File: config.mk
export PLATFORM = sky130hd
export DESIGN_NAME = cia402_drive_enable_sequencer_unit
export DESIGN_NICKNAME = d
export VERILOG_FILES = /design/src/cdes_pkg.sv /design/src/cdes_fifo.sv /design/src/cdes_front.sv /design/src/cdes_back.sv /design/src/cia402_drive_enable_sequencer_unit.sv
export SDC_FILE = /design/constraint.sdc
export NUM_CORES = 1
export LEC_CHECK = 0
export CELL_PAD_IN_SITES_DETAIL_PLACEMENT = 2
export CELL_PAD_IN_SITES_GLOBAL_PLACEMENT = 2
export CORE_ASPECT_RATIO = 0.75
export CORE_MARGIN = 2
export CORE_UTILIZATION = 41
export DETAILED_ROUTE_END_ITERATION = 8
export DONT_BUFFER_PORTS = 1
export GPL_ROUTABILITY_DRIVEN = 0
export PLACE_DENSITY_LB_ADDON = 0.1
export SYNTH_ARGS = -nofsm -noshare
export SYNTH_HDL_FRONTEND = slang
export SYNTH_SLANG_ARGS = --single-unit
File: constraint.sdc
create_clock -name clk_i -period 3.8 [get_ports clk_i]
set_input_delay 0.19 -clock clk_i [delete_from_list [all_inputs] [get_ports clk_i]]
set_output_delay 0.19 -clock clk_i [all_outputs]
set_load 0.05 [all_outputs]
File: src/cdes_pkg.sv
// Shared types, constants and register map of the drive enable sequencer.
`timescale 1ns / 1ps
package cdes_pkg;

  localparam int unsigned QueueDepth = 2;

  localparam logic [15:0] HoldReset    = 16'd5;
  localparam logic [15:0] TimeoutReset = 16'd50;

  localparam logic [15:0] CwNone     = 16'h0000;
  localparam logic [15:0] CwShutdown = 16'h0006;
  localparam logic [15:0] CwSwitchOn = 16'h0007;
  localparam logic [15:0] CwEnableOp = 16'h000F;
  localparam logic [15:0] CwFaultRst = 16'h0080;

  localparam logic [15:0] SwMask  = 16'h006F;
  localparam logic [15:0] SwFault = 16'h0008;

  localparam logic [6:0] SwNotReady   = 7'h00;
  localparam logic [6:0] SwSwOnDis    = 7'h40;
  localparam logic [6:0] SwReady      = 7'h21;
  localparam logic [6:0] SwSwitchedOn = 7'h23;
  localparam logic [6:0] SwOpEnabled  = 7'h27;
  localparam logic [6:0] SwQuickStop  = 7'h07;
  localparam logic [6:0] SwFaultReact = 7'h0F;
  localparam logic [6:0] SwFaultState = 7'h08;

  localparam logic [3:0] DsNotReady   = 4'd0;
  localparam logic [3:0] DsSwOnDis    = 4'd1;
  localparam logic [3:0] DsReady      = 4'd2;
  localparam logic [3:0] DsSwitchedOn = 4'd3;
  localparam logic [3:0] DsOpEnabled  = 4'd4;
  localparam logic [3:0] DsQuickStop  = 4'd5;
  localparam logic [3:0] DsFaultReact = 4'd6;
  localparam logic [3:0] DsFault      = 4'd7;
  localparam logic [3:0] DsUnknown    = 4'd8;

  localparam logic RegHold    = 1'b0;
  localparam logic RegTimeout = 1'b1;

  typedef enum logic [1:0] {
    CLS_ZERO,
    CLS_RUN_OFF,
    CLS_FAULT,
    CLS_NORMAL
  } cls_e;

  typedef enum logic [2:0] {
    ST_SEND_SHUTDOWN,
    ST_WAIT_READY,
    ST_SEND_SWITCH_ON,
    ST_WAIT_SWITCHED_ON,
    ST_SEND_ENABLE_OP,
    ST_WAIT_OP_ENABLED,
    ST_OP_ENABLED
  } stage_e;

  typedef struct packed {
    logic [15:0]        status_word;
    logic               run_enable;
    logic signed [31:0] set_position;
  } in_item_t;

  typedef struct packed {
    logic [15:0]        control_word;
    logic signed [31:0] position_out;
    logic [2:0]         stage_out;
    logic [3:0]         drive_state;
  } out_item_t;

  typedef struct packed {
    cls_e               cls;
    logic [6:0]         masked_status;
    logic [3:0]         drive_state;
    logic signed [31:0] position;
  } cmd_t;

  typedef struct packed {
    stage_e stage;
    logic   step;
  } seq_stat_t;

endpackage

File: src/cdes_fifo.sv
// Small register queue with a registered head entry.
`timescale 1ns / 1ps
module cdes_fifo #(
  parameter int unsigned Width = 8,
  parameter int unsigned Depth = 2
) (
  input  logic             clk_i,
  input  logic             rst_ni,
  input  logic             push_i,
  input  logic [Width-1:0] data_i,
  input  logic             pop_i,
  output logic [Width-1:0] data_o,
  output logic             full_o,
  output logic             empty_o
);

  localparam int unsigned AddrW = (Depth > 1) ? $clog2(Depth) : 1;
  localparam int unsigned CntW  = $clog2(Depth + 1);

  logic [Width-1:0] mem_q [Depth];
  logic [AddrW-1:0] wr_ptr_q, wr_ptr_d;
  logic [AddrW-1:0] rd_ptr_q, rd_ptr_d;
  logic [CntW-1:0]  count_q, count_d;
  logic             do_push, do_pop;

  assign full_o  = (count_q == CntW'(Depth));
  assign empty_o = (count_q == '0);
  assign do_push = push_i && !full_o;
  assign do_pop  = pop_i && !empty_o;
  assign data_o  = mem_q[rd_ptr_q];

  always_comb begin
    wr_ptr_d = wr_ptr_q;
    rd_ptr_d = rd_ptr_q;
    count_d  = count_q;
    if (do_push) begin
      wr_ptr_d = (wr_ptr_q == AddrW'(Depth - 1)) ? '0 : wr_ptr_q + AddrW'(1);
    end
    if (do_pop) begin
      rd_ptr_d = (rd_ptr_q == AddrW'(Depth - 1)) ? '0 : rd_ptr_q + AddrW'(1);
    end
    if (do_push && !do_pop) begin
      count_d = count_q + CntW'(1);
    end else if (do_pop && !do_push) begin
      count_d = count_q - CntW'(1);
    end
  end

  always_ff @(posedge clk_i or negedge rst_ni) begin
    if (!rst_ni) begin
      wr_ptr_q <= '0;
      rd_ptr_q <= '0;
      count_q  <= '0;
    end else begin
      wr_ptr_q <= wr_ptr_d;
      rd_ptr_q <= rd_ptr_d;
      count_q  <= count_d;
    end
  end

  always_ff @(posedge clk_i) begin
    if (do_push) begin
      mem_q[wr_ptr_q] <= data_i;
    end
  end

endmodule

File: src/cdes_front.sv
// Front end: accepts ticks, decodes the drive state and classifies each tick.
`timescale 1ns / 1ps
module cdes_front (
  input  logic              push_i,
  input  cdes_pkg::in_item_t item_i,
  input  logic              q_full_i,
  output logic              full_o,
  output logic              q_push_o,
  output cdes_pkg::cmd_t    cmd_o
);
  import cdes_pkg::*;

  logic [15:0] masked;

  assign full_o   = q_full_i;
  assign q_push_o = push_i && !q_full_i;
  assign masked   = item_i.status_word & SwMask;

  always_comb begin
    cmd_o.masked_status = masked[6:0];
    cmd_o.position      = item_i.set_position;
    if (item_i.status_word == '0) begin
      cmd_o.cls = CLS_ZERO;
    end else if (!item_i.run_enable) begin
      cmd_o.cls = CLS_RUN_OFF;
    end else if ((item_i.status_word & SwFault) != '0) begin
      cmd_o.cls = CLS_FAULT;
    end else begin
      cmd_o.cls = CLS_NORMAL;
    end
    unique case (masked[6:0])
      SwNotReady:   cmd_o.drive_state = DsNotReady;
      SwSwOnDis:    cmd_o.drive_state = DsSwOnDis;
      SwReady:      cmd_o.drive_state = DsReady;
      SwSwitchedOn: cmd_o.drive_state = DsSwitchedOn;
      SwOpEnabled:  cmd_o.drive_state = DsOpEnabled;
      SwQuickStop:  cmd_o.drive_state = DsQuickStop;
      SwFaultReact: cmd_o.drive_state = DsFaultReact;
      SwFaultState: cmd_o.drive_state = DsFault;
      default:      cmd_o.drive_state = DsUnknown;
    endcase
  end

endmodule

File: src/cdes_back.sv
// Back end: the enable sequence state machine with hold and timeout counters.
`timescale 1ns / 1ps
module cdes_back (
  input  logic                clk_i,
  input  logic                rst_ni,
  input  logic [15:0]         hold_cycles_i,
  input  logic [15:0]         timeout_cycles_i,
  input  cdes_pkg::cmd_t      cmd_i,
  input  logic                cmd_valid_i,
  input  logic                res_full_i,
  output logic                cmd_pop_o,
  output logic                res_push_o,
  output cdes_pkg::out_item_t res_o,
  output cdes_pkg::seq_stat_t stat_o
);
  import cdes_pkg::*;

  stage_e      stage_q, stage_d;
  logic [15:0] hold_q, hold_d;
  logic [15:0] tmo_q, tmo_d;
  logic        step;
  logic [15:0] cw;

  assign step       = cmd_valid_i && !res_full_i;
  assign cmd_pop_o  = step;
  assign res_push_o = step;

  always_comb begin
    stage_d = stage_q;
    hold_d  = hold_q;
    tmo_d   = tmo_q;
    unique case (cmd_i.cls)
      CLS_ZERO: ;
      CLS_RUN_OFF: begin
        stage_d = ST_WAIT_READY;
        hold_d  = '0;
        tmo_d   = timeout_cycles_i;
      end
      CLS_FAULT: begin
        stage_d = ST_SEND_SHUTDOWN;
        hold_d  = '0;
        tmo_d   = '0;
      end
      default: begin
        unique case (stage_q)
          ST_SEND_SHUTDOWN, ST_SEND_SWITCH_ON, ST_SEND_ENABLE_OP: begin
            hold_d  = hold_cycles_i;
            tmo_d   = timeout_cycles_i;
            stage_d = stage_e'(stage_q + 3'd1);
          end
          ST_WAIT_READY, ST_WAIT_SWITCHED_ON, ST_WAIT_OP_ENABLED: begin
            if (hold_q != '0) begin
              hold_d = hold_q - 16'd1;
            end else if ((stage_q == ST_WAIT_READY && cmd_i.masked_status == SwReady) ||
                         (stage_q == ST_WAIT_SWITCHED_ON &&
                          cmd_i.masked_status == SwSwitchedOn) ||
                         (stage_q == ST_WAIT_OP_ENABLED &&
                          cmd_i.masked_status == SwOpEnabled)) begin
              stage_d = stage_e'(stage_q + 3'd1);
            end else if (tmo_q != '0) begin
              tmo_d = tmo_q - 16'd1;
            end else begin
              stage_d = stage_e'(stage_q - 3'd1);
            end
          end
          default: ;
        endcase
      end
    endcase
  end

  always_comb begin
    unique case (cmd_i.cls)
      CLS_ZERO:    cw = CwNone;
      CLS_RUN_OFF: cw = CwShutdown;
      CLS_FAULT:   cw = CwFaultRst;
      default: begin
        unique case (stage_q)
          ST_SEND_SHUTDOWN, ST_WAIT_READY:        cw = CwShutdown;
          ST_SEND_SWITCH_ON, ST_WAIT_SWITCHED_ON: cw = CwSwitchOn;
          default:                                cw = CwEnableOp;
        endcase
      end
    endcase
  end

  always_comb begin
    res_o.control_word = cw;
    res_o.position_out = cmd_i.position;
    res_o.stage_out    = stage_d;
    res_o.drive_state  = cmd_i.drive_state;
    stat_o.stage       = stage_q;
    stat_o.step        = step;
  end

  always_ff @(posedge clk_i or negedge rst_ni) begin
    if (!rst_ni) begin
      stage_q <= ST_SEND_SHUTDOWN;
      hold_q  <= '0;
      tmo_q   <= '0;
    end else if (step) begin
      stage_q <= stage_d;
      hold_q  <= hold_d;
      tmo_q   <= tmo_d;
    end
  end

endmodule

File: src/cia402_drive_enable_sequencer_unit.sv
// Top level of the CiA402 drive enable sequencer.
//
// Each input transfer is one cyclic tick: statusword, run request and target
// position, written with push while full is low. Each tick yields exactly one
// result (controlword, forwarded position, stage and decoded drive state),
// read from the result queue with pop while empty is low.
// A front end classifies the tick into a small queue; the back end runs the
// enable sequence state machine and writes the result queue.
// A tick accepted into an idle block is registered in the front queue and then
// moved by the back end into the result queue, from where it can be popped.
// One tick per cycle is sustained while the receiver keeps popping; the back end
// state machine takes one queued tick per cycle whenever the result queue has room.
// When the receiver stops popping, the result queue fills, the back end
// stalls, and full rises once the front queue is also full.
// Reset empties both queues, returns the sequencer to the shutdown send step
// with cleared counters, and sets hold_cycles to 5 and timeout_cycles to 50.
// The two registers sit at byte addresses 0 and 4 of the APB port and should
// be written only while the block is idle.
`timescale 1ns / 1ps
module cia402_drive_enable_sequencer_unit #(
  parameter int unsigned QueueDepth = cdes_pkg::QueueDepth
) (
  input  logic                clk_i,
  input  logic                rst_ni,
  input  logic                push,
  output logic                full,
  input  cdes_pkg::in_item_t  in_item_i,
  input  logic                pop,
  output logic                empty,
  output cdes_pkg::out_item_t out_item_o,
  input  logic                psel,
  input  logic                penable,
  input  logic                pwrite,
  input  logic [2:0]          paddr,
  input  logic [31:0]         pwdata,
  output logic [31:0]         prdata,
  output logic                pready
);
  import cdes_pkg::*;

  logic [15:0] hold_cycles_q;
  logic [15:0] timeout_cycles_q;
  logic        cfg_write;

  cmd_t        front_cmd, mid_cmd;
  logic        mid_push, mid_full, mid_empty, mid_pop;
  out_item_t   back_res;
  logic        res_push, res_full;
  seq_stat_t   seq_stat;

  assign pready    = 1'b1;
  assign cfg_write = psel && penable && pwrite && pready;

  always_comb begin
    unique case (paddr[2])
      RegHold:    prdata = {16'd0, hold_cycles_q};
      RegTimeout: prdata = {16'd0, timeout_cycles_q};
      default:    prdata = '0;
    endcase
  end

  always_ff @(posedge clk_i or negedge rst_ni) begin
    if (!rst_ni) begin
      hold_cycles_q    <= HoldReset;
      timeout_cycles_q <= TimeoutReset;
    end else if (cfg_write) begin
      if (paddr[2] == RegHold) begin
        hold_cycles_q <= pwdata[15:0];
      end else begin
        timeout_cycles_q <= pwdata[15:0];
      end
    end
  end

  cdes_front u_front (
    .push_i   (push),
    .item_i   (in_item_i),
    .q_full_i (mid_full),
    .full_o   (full),
    .q_push_o (mid_push),
    .cmd_o    (front_cmd)
  );

  cdes_fifo #(
    .Width ($bits(cmd_t)),
    .Depth (QueueDepth)
  ) u_mid_q (
    .clk_i   (clk_i),
    .rst_ni  (rst_ni),
    .push_i  (mid_push),
    .data_i  (front_cmd),
    .pop_i   (mid_pop),
    .data_o  (mid_cmd),
    .full_o  (mid_full),
    .empty_o (mid_empty)
  );

  cdes_back u_back (
    .clk_i            (clk_i),
    .rst_ni           (rst_ni),
    .hold_cycles_i    (hold_cycles_q),
    .timeout_cycles_i (timeout_cycles_q),
    .cmd_i            (mid_cmd),
    .cmd_valid_i      (!mid_empty),
    .res_full_i       (res_full),
    .cmd_pop_o        (mid_pop),
    .res_push_o       (res_push),
    .res_o            (back_res),
    .stat_o           (seq_stat)
  );

  cdes_fifo #(
    .Width ($bits(out_item_t)),
    .Depth (QueueDepth)
  ) u_res_q (
    .clk_i   (clk_i),
    .rst_ni  (rst_ni),
    .push_i  (res_push),
    .data_i  (back_res),
    .pop_i   (pop),
    .data_o  (out_item_o),
    .full_o  (res_full),
    .empty_o (empty)
  );

  // A tick accepted into an idle block passes through the front queue into the result queue and can then be popped.
  a_idle_latency: assert property (@(posedge clk_i) disable iff (!rst_ni)
    push && !full && mid_empty && empty |=> ##1 !empty)
    else $error("accepted tick did not reach the result queue");

  // The sequencer stage only moves when a tick is processed.
  a_stage_holds: assert property (@(posedge clk_i) disable iff (!rst_ni)
    !seq_stat.step |=> $stable(seq_stat.stage))
    else $error("sequencer stage changed without a tick");

  // The back end never writes a result into a full result queue.
  a_no_overflow: assert property (@(posedge clk_i) disable iff (!rst_ni)
    res_push |-> !res_full && !mid_empty)
    else $error("result written while the result queue was full");

endmodule

==> impl_results.md, run 1 <==
- Post_cts resized: 0
- Slew headroom: 0.217
- ANT cells: 0
- Worst-path clk slew: 60 ps
- Worst setup SP type: flip-flop
- Req. time, crit path: 4160 ps
- Setup total negative slack: 0 ps
- Die X: 196 um
- RSZ-0062 raised after global routing: no
- WP buf/inv: 1
- Critical Path Sink Type: flip-flop
- Starting density of the core: 0.418
- Area contributors post-synth: edfxtp_1, dfrtp_1, mux2_2
- Status: finished, final reports clean
- Final min period: 3350 ps
- Mux share of post-synthesis cell area: 0.133
- Reg2reg start: u_mid_q.rd_ptr_q$_DFFE_PN0P_
- P per Cell Area: 1010 nW/um2
- Inserted Clock Buffers: 26
- Mapped Area: 11300 um2
- Post-synth EDFFs: 174
- Synthesized area per cell: 13.9 um2
- Skew-Pair Late Insertion Delay: 530 ps
- Met2 global-route usage: 0.387
- DP Area: 11600 um2
- Largest net degree at the start of global routing: 76
- Arr. time, crit path: 3700 ps
- Largest family of logic cells by synthesized area: multiplexers
- Num Clock Sinks: 249
- Post-Synth Simple-Gate Area: 0.0732
- Synth top area share: 0.463
- Ys flop type: edfxtp_1
- Grt ovf: 0
- I/O pin count: 181
- Critical Setup Path Class: flip-flop to flip-flop
- Critical path cell sequence: mux2i_1, inv_1, ha_1, or3_1, a31oi_4, or2_1, o21ai_0
- Most Used Layer, Global Route: met2
- Post-synthesis compound-gate area fraction: 0.0933
- Vias in the first global route: 7928
- CTS H-Tree Depth: 1
- Synth warn: 0
- Worst Tran Pin Value: 1170 ps
- Initial DRT Pass Iterations: 4
- Leading area contributor after synthesis: edfxtp_1
- Mapped Cells: 811
- Core area: 27000 um2
- Drc violations: 0
- Fillers: 2544
- Synth Area in Adders: 0.0177
- Seq cells post-synth: 249
- HPWL Detailed: 22200 um
- Final wirelength: 32100 um
- Seq/Total Area, Yosys: 0.630
- CTS tree: built
- Final Hold Fails: 0
- Final period util: 0.881
- Vias per cell: 5.63
- Max incr delay on CP: 770 ps
- Hold depth: 2
- Site Rows: 52
- Crit-path slowest cell: or2_1
- Number of library cell types mapped by synthesis: 68
- Met3 global-route usage: 0.0386
- Min-Delay Startpoint: in_item_i[39]
- Detailed Route Iter0 Violations: 292
- Fin nets: 986
- Clk_skew: 9.52 ps
- Met1 Track Usage GR: 0.309
- Crit path max fanout: 16
- CP Launch Point: u_mid_q.rd_ptr_q$_DFFE_PN0P_
- Antenna-violating nets left: 0
- # setup viols final: 0
- Min-Delay Path Class: input port to flip-flop
- Post-CTS setup buffers: 0
- Leakage: 0.00481 uW
- Post-Layout Inst Area: 13100 um2
- Bufs on Longest Clock Path: 3
- IO Port Bufs: 0
- Total vias in the final route: 7036
- Placed Cells: 1140
- Max Fclk: 299 MHz
- Global-route wire length before repair: 49600 um
- Drt wl/cell: 25.7 um
- Non-Filler Instances: 1250
- Crit. path cell count: 7
- Crit path max-delay family: simple AND/OR/NAND/NOR gates
- Initial antenna violation count: 0
- Total die area: 28900 um2
- Max-cap violations: 0
- Reg2reg path depth: 7
- Peak supply drop: 0.580 mV
- Slew Limit Fails: 0
- Share of layout cells above drive strength 1: 0.246
- Area Overhead vs Synth: 15.9%
- Root Driver: clkbuf_16
- Post-synthesis async set-or-reset flop share: 0.301
- Total track usage: 0.227
- Chip height: 148 um
- Synth Area in XOR/XNOR: 0.0109
what timing repair did:
action,in CTS,in global routing
hold buffers,62,0
endpoints found under the setup margin,0,0
hold endpoints to repair,197,0
stage by stage:
stage / power (uW) / utilization / hold slack, ps / worst slack, ps
6_report: 13200 / 0.484 / 26.2 / 454
5_1_grt: 13900 / 0.484 / 58.5 / 164
4_1_cts: 13300 / 0.484 / 3.22 / 418
3_5_place_dp: 10600 / 0.429 / -103 / 474
3_3_place_gp: 10100 / 0.429 / -103 / 680
2_1_floorplan: 9120 / - / -106 / 659
where the power goes:
group	switching, uW	internal, uW	total [uW]
clock	1060	1510	2560
sequential	583	4160	4740
combinational	4250	1610	5860
total	5890	7280	13200
kinds of logic (layout without fill, tap and decap cells):
logic type	count (synthesis)	in the layout
AND/OR/NAND/NOR	148	148
multiplexers	134	134
other	2	28
flip-flops	249	249
XOR/XNOR	14	14
AO/OA/AOI/OAI	162	162
buffers and inverters	86	148
adder cells (fa/ha/maj)	16	16
final cells by class:
class	count	area, um2	area share
Sequential cell	249	7110	0.544
Multi-Input combinational cell	502	3830	0.293
Timing Repair Buffer	78	758	0.0580
Clock buffer	38	751	0.0574
Tap cell	351	439	0.0336
Clock inverter	10	105	0.00804
Inverter	22	82.6	0.00631
placed cells by master (no fill, tap or decap), types with 22 or more instances in the layout:
| cell type | n |
|---|---|
| conb_1 | 28 |
| clkbuf_16 | 27 |
| inv_1 | 22 |
| o21ai_0 | 43 |
| dlygate4sd3_1 | 61 |
| mux2_2 | 128 |
| dfrtp_1 | 68 |
| edfxtp_1 | 174 |
| a21oi_1 | 43 |
| nor2_1 | 44 |
cell usage after synthesis (14+ instances only):
master	n
a22oi_1	14
a21oi_1	43
buf_4	30
dfrtp_1	70
o21ai_0	43
nor4_1	14
clkbuf_1	24
inv_1	22
nand2_1	16
mux2_2	128
edfxtp_1	174
ha_1	16
nor2_1	47
routing by layer:
metal / up-vias / part of all wire
met5: - / 0
met4: 0 / 0.017
met3: 29 / 0.043
met2: 149 / 0.49
met1: 3688 / 0.45
li1: 3170 / -
state kept, by name (all words and copies together), names as in the netlist:
signal,cells
u_mid_q.mem_q,88
u_res_q.mem_q,86
hold_cycles_q,16
timeout_cycles_q,16
u_back.hold_q,16
u_back.tmo_q,16
u_back.stage_q,3
u_mid_q.count_q,2
u_res_q.count_q,2
u_mid_q.rd_ptr_q,1
u_mid_q.wr_ptr_q,1
u_res_q.rd_ptr_q,1
u_res_q.wr_ptr_q,1
final timing paths:
kind | endpoint | slack, ps
worst max-delay path | u_back.tmo_q[2]$_DFFE_PN0P_ | 450
worst min-delay path | u_mid_q.mem_q[0][32]$_DFFE_PP_ | 30
worst max register to register | u_back.tmo_q[2]$_DFFE_PN0P_ | 450
worst min register to register | u_mid_q.count_q[1]$_DFFE_PN0P_ | 530
max in group asynchronous | u_res_q.rd_ptr_q$_DFFE_PN0P_ | 3230
min in group asynchronous | u_back.tmo_q[15]$_DFFE_PN0P_ | 200
Power figures use the tool's default switching activity.
==> run 2, diff against run 1 <==
Settings changed: CORE_MARGIN 2 to 1.
==> impl_results.md, run 2 (synthesis results as in run 1) <==
- Inserted Clock Buffers: 27
- Reg-to-reg endpoint: u_back.hold_q[5]$_DFFE_PN0P_
- Max reg flops: 88
- Final period util: 0.843
- # setup viols final: 0
- CTS tree: built
- Skew-Pair Late Insertion Delay: 530 ps
- Global-route wire length before repair: 48800 um
- Final min period: 3200 ps
- Final Hold Fails: 0
- Total vias in the final route: 7021
- Drc violations: 0
- Biggest regs: u_mid_q.mem_q (88), u_res_q.mem_q (86)
- Root Driver: clkbuf_16
- Post-CTS setup buffers: 0
- Peak supply drop: 0.416 mV
- Arr. time, crit path: 3600 ps
- Most common cell after layout, fill and taps aside: edfxtp_1
- Min-Delay Startpoint: in_item_i[47]
- Min-Delay Path Class: input port to flip-flop
- Reg2reg path depth: 8
- Slew headroom: 0.196
- Num Clock Sinks: 249
- Worst Tran Pin Value: 1200 ps
- Critical Setup Path Class: flip-flop to flip-flop
- Fin nets: 986
- I/O pin count: 181
- Crit path max fanout: 19
- Post_cts resized: 0
- IO Port Bufs: 0
- Detailed Route Iter0 Violations: 381
- Vias per cell: 5.63
- Leakage: 0.00480 uW
- Register area: 7110 um2
- Initial DRT Pass Iterations: 4
- Multi-input gate area: 3830 um2
- Clk_skew: 12.0 ps
- Largest net degree at the start of global routing: 76
- P per Cell Area: 1010 nW/um2
- Worst setup SP type: flip-flop
- Share of layout cells above drive strength 1: 0.250
- Most used cells in the layout excluding fill and tap cells: edfxtp_1, mux2_2, dfrtp_1
- Vias in the first global route: 8007
- Hold slack: 24.8 ps
- Die X: 194 um
- Fillers: 2544
- Core area: 27000 um2
- Initial antenna violation count: 1
- Reg2reg start: u_back.stage_q[0]$_DFFE_PN0P_
- Largest Register: u_mid_q.mem_q
- Site Rows: 52
- Area Overhead vs Synth: 15.7%
- Setup total negative slack: 0 ps
- Max-cap violations: 0
- Bufs on Longest Clock Path: 3
- Critical Path Sink Type: flip-flop
- Hold depth: 2
- Worst Hold Path EP: u_mid_q.mem_q[0][43]$_DFFE_PP_
- Chip height: 146 um
- ANT cells: 0
- RSZ-0062 raised after global routing: no
- Starting density of the core: 0.418
- HPWL Detailed: 21500 um
- Antenna-violating nets left: 0
- Drt wl/cell: 25.4 um
- Worst-path clk slew: 60 ps
- Total die area: 28200 um2
- Max Fclk: 312 MHz
- CTS H-Tree Depth: 1
- Slew Limit Fails: 0
- Grt ovf: 0
- Total track usage: 0.226
- Status: finished, final reports clean
- Final wirelength: 31600 um
- Worst R2R Setup Slack: 600 ps
- Req. time, crit path: 4190 ps
run 2: cell count changes in the layout (fill, tap and decap cells not counted):
cell / delta
clkbuf_1: -5
clkbuf_8: -3
clkinv_1: +3
clkinvlp_4: +3
dlygate4sd3_1: -3
buf_4: +2
clkinv_2: +2
bufinv_16: +1
clkbuf_4: -1
inv_6: -1
run 2: repair_timing:
item	in CTS	in global routing
hold buffers	59	0
endpoints found under the hold margin	193	0
setup endpoints to repair	0	0
run 2: per-stage QoR:
stage / worst slack (ps) / cells / power [uW] / area, um2 / util
2_1_floorplan: 659 / 837 / 9120 / 11400 / -
3_3_place_gp: 781 / 1142 / 10200 / 11600 / 0.430
3_5_place_dp: 700 / 1142 / 10600 / 11600 / 0.430
4_1_cts: 665 / 1248 / 13300 / 13100 / 0.484
5_1_grt: 483 / 1248 / 13800 / 13100 / 0.484
6_report: 597 / 1248 / 13200 / 13100 / 0.484
run 2: metal layers:
layer,part of all wire,global-route usage
met1,0.44,0.297
met2,0.49,0.391
met3,0.046,0.0380
met4,0.021,0.0564
met5,0,0
run 2: area by class of cell:
type / count / area share
clock buffers: 29 / 0.0523
clock inverters: 18 / 0.0130
inverters: 22 / 0.00632
multi-input cells: 502 / 0.293
flip-flops and latches: 249 / 0.544
well taps: 351 / 0.0336
repair buffers: 77 / 0.0569
run 2: worst max path at each step:
stage,startpoint,end,cells after the start
floorplan,u_mid_q.rd_ptr_q$_DFFE_PN0P_,u_back.tmo_q[15]$_DFFE_PN0P_,11
detailed placement,u_mid_q.rd_ptr_q$_DFFE_PN0P_,u_back.hold_q[0]$_DFFE_PN0P_,7
global placement,u_mid_q.rd_ptr_q$_DFFE_PN0P_,u_back.hold_q[0]$_DFFE_PN0P_,7
global route,u_back.stage_q[0]$_DFFE_PN0P_,u_back.hold_q[5]$_DFFE_PN0P_,8
finish,u_back.stage_q[0]$_DFFE_PN0P_,u_back.hold_q[5]$_DFFE_PN0P_,8
CTS,u_mid_q.rd_ptr_q$_DFFE_PN0P_,u_back.hold_q[0]$_DFFE_PN0P_,7
run 2: report_power, final:
group          switching (uW)  total, uW  leakage [uW]  internal (uW)
clock                    1080       2570      0.000412           1500
combinational            4220       5850       0.00183           1630
sequential                583       4750       0.00256           4170
run 2: worst max-delay path: stages (launching register included):
cell	delay, ps
dfrtp_1	500
ha_1	280
ha_1	280
or2_2	500
nor2_1	270
a211o_1	510
a21o_1	440
o21a_1	200
o21ai_0	80
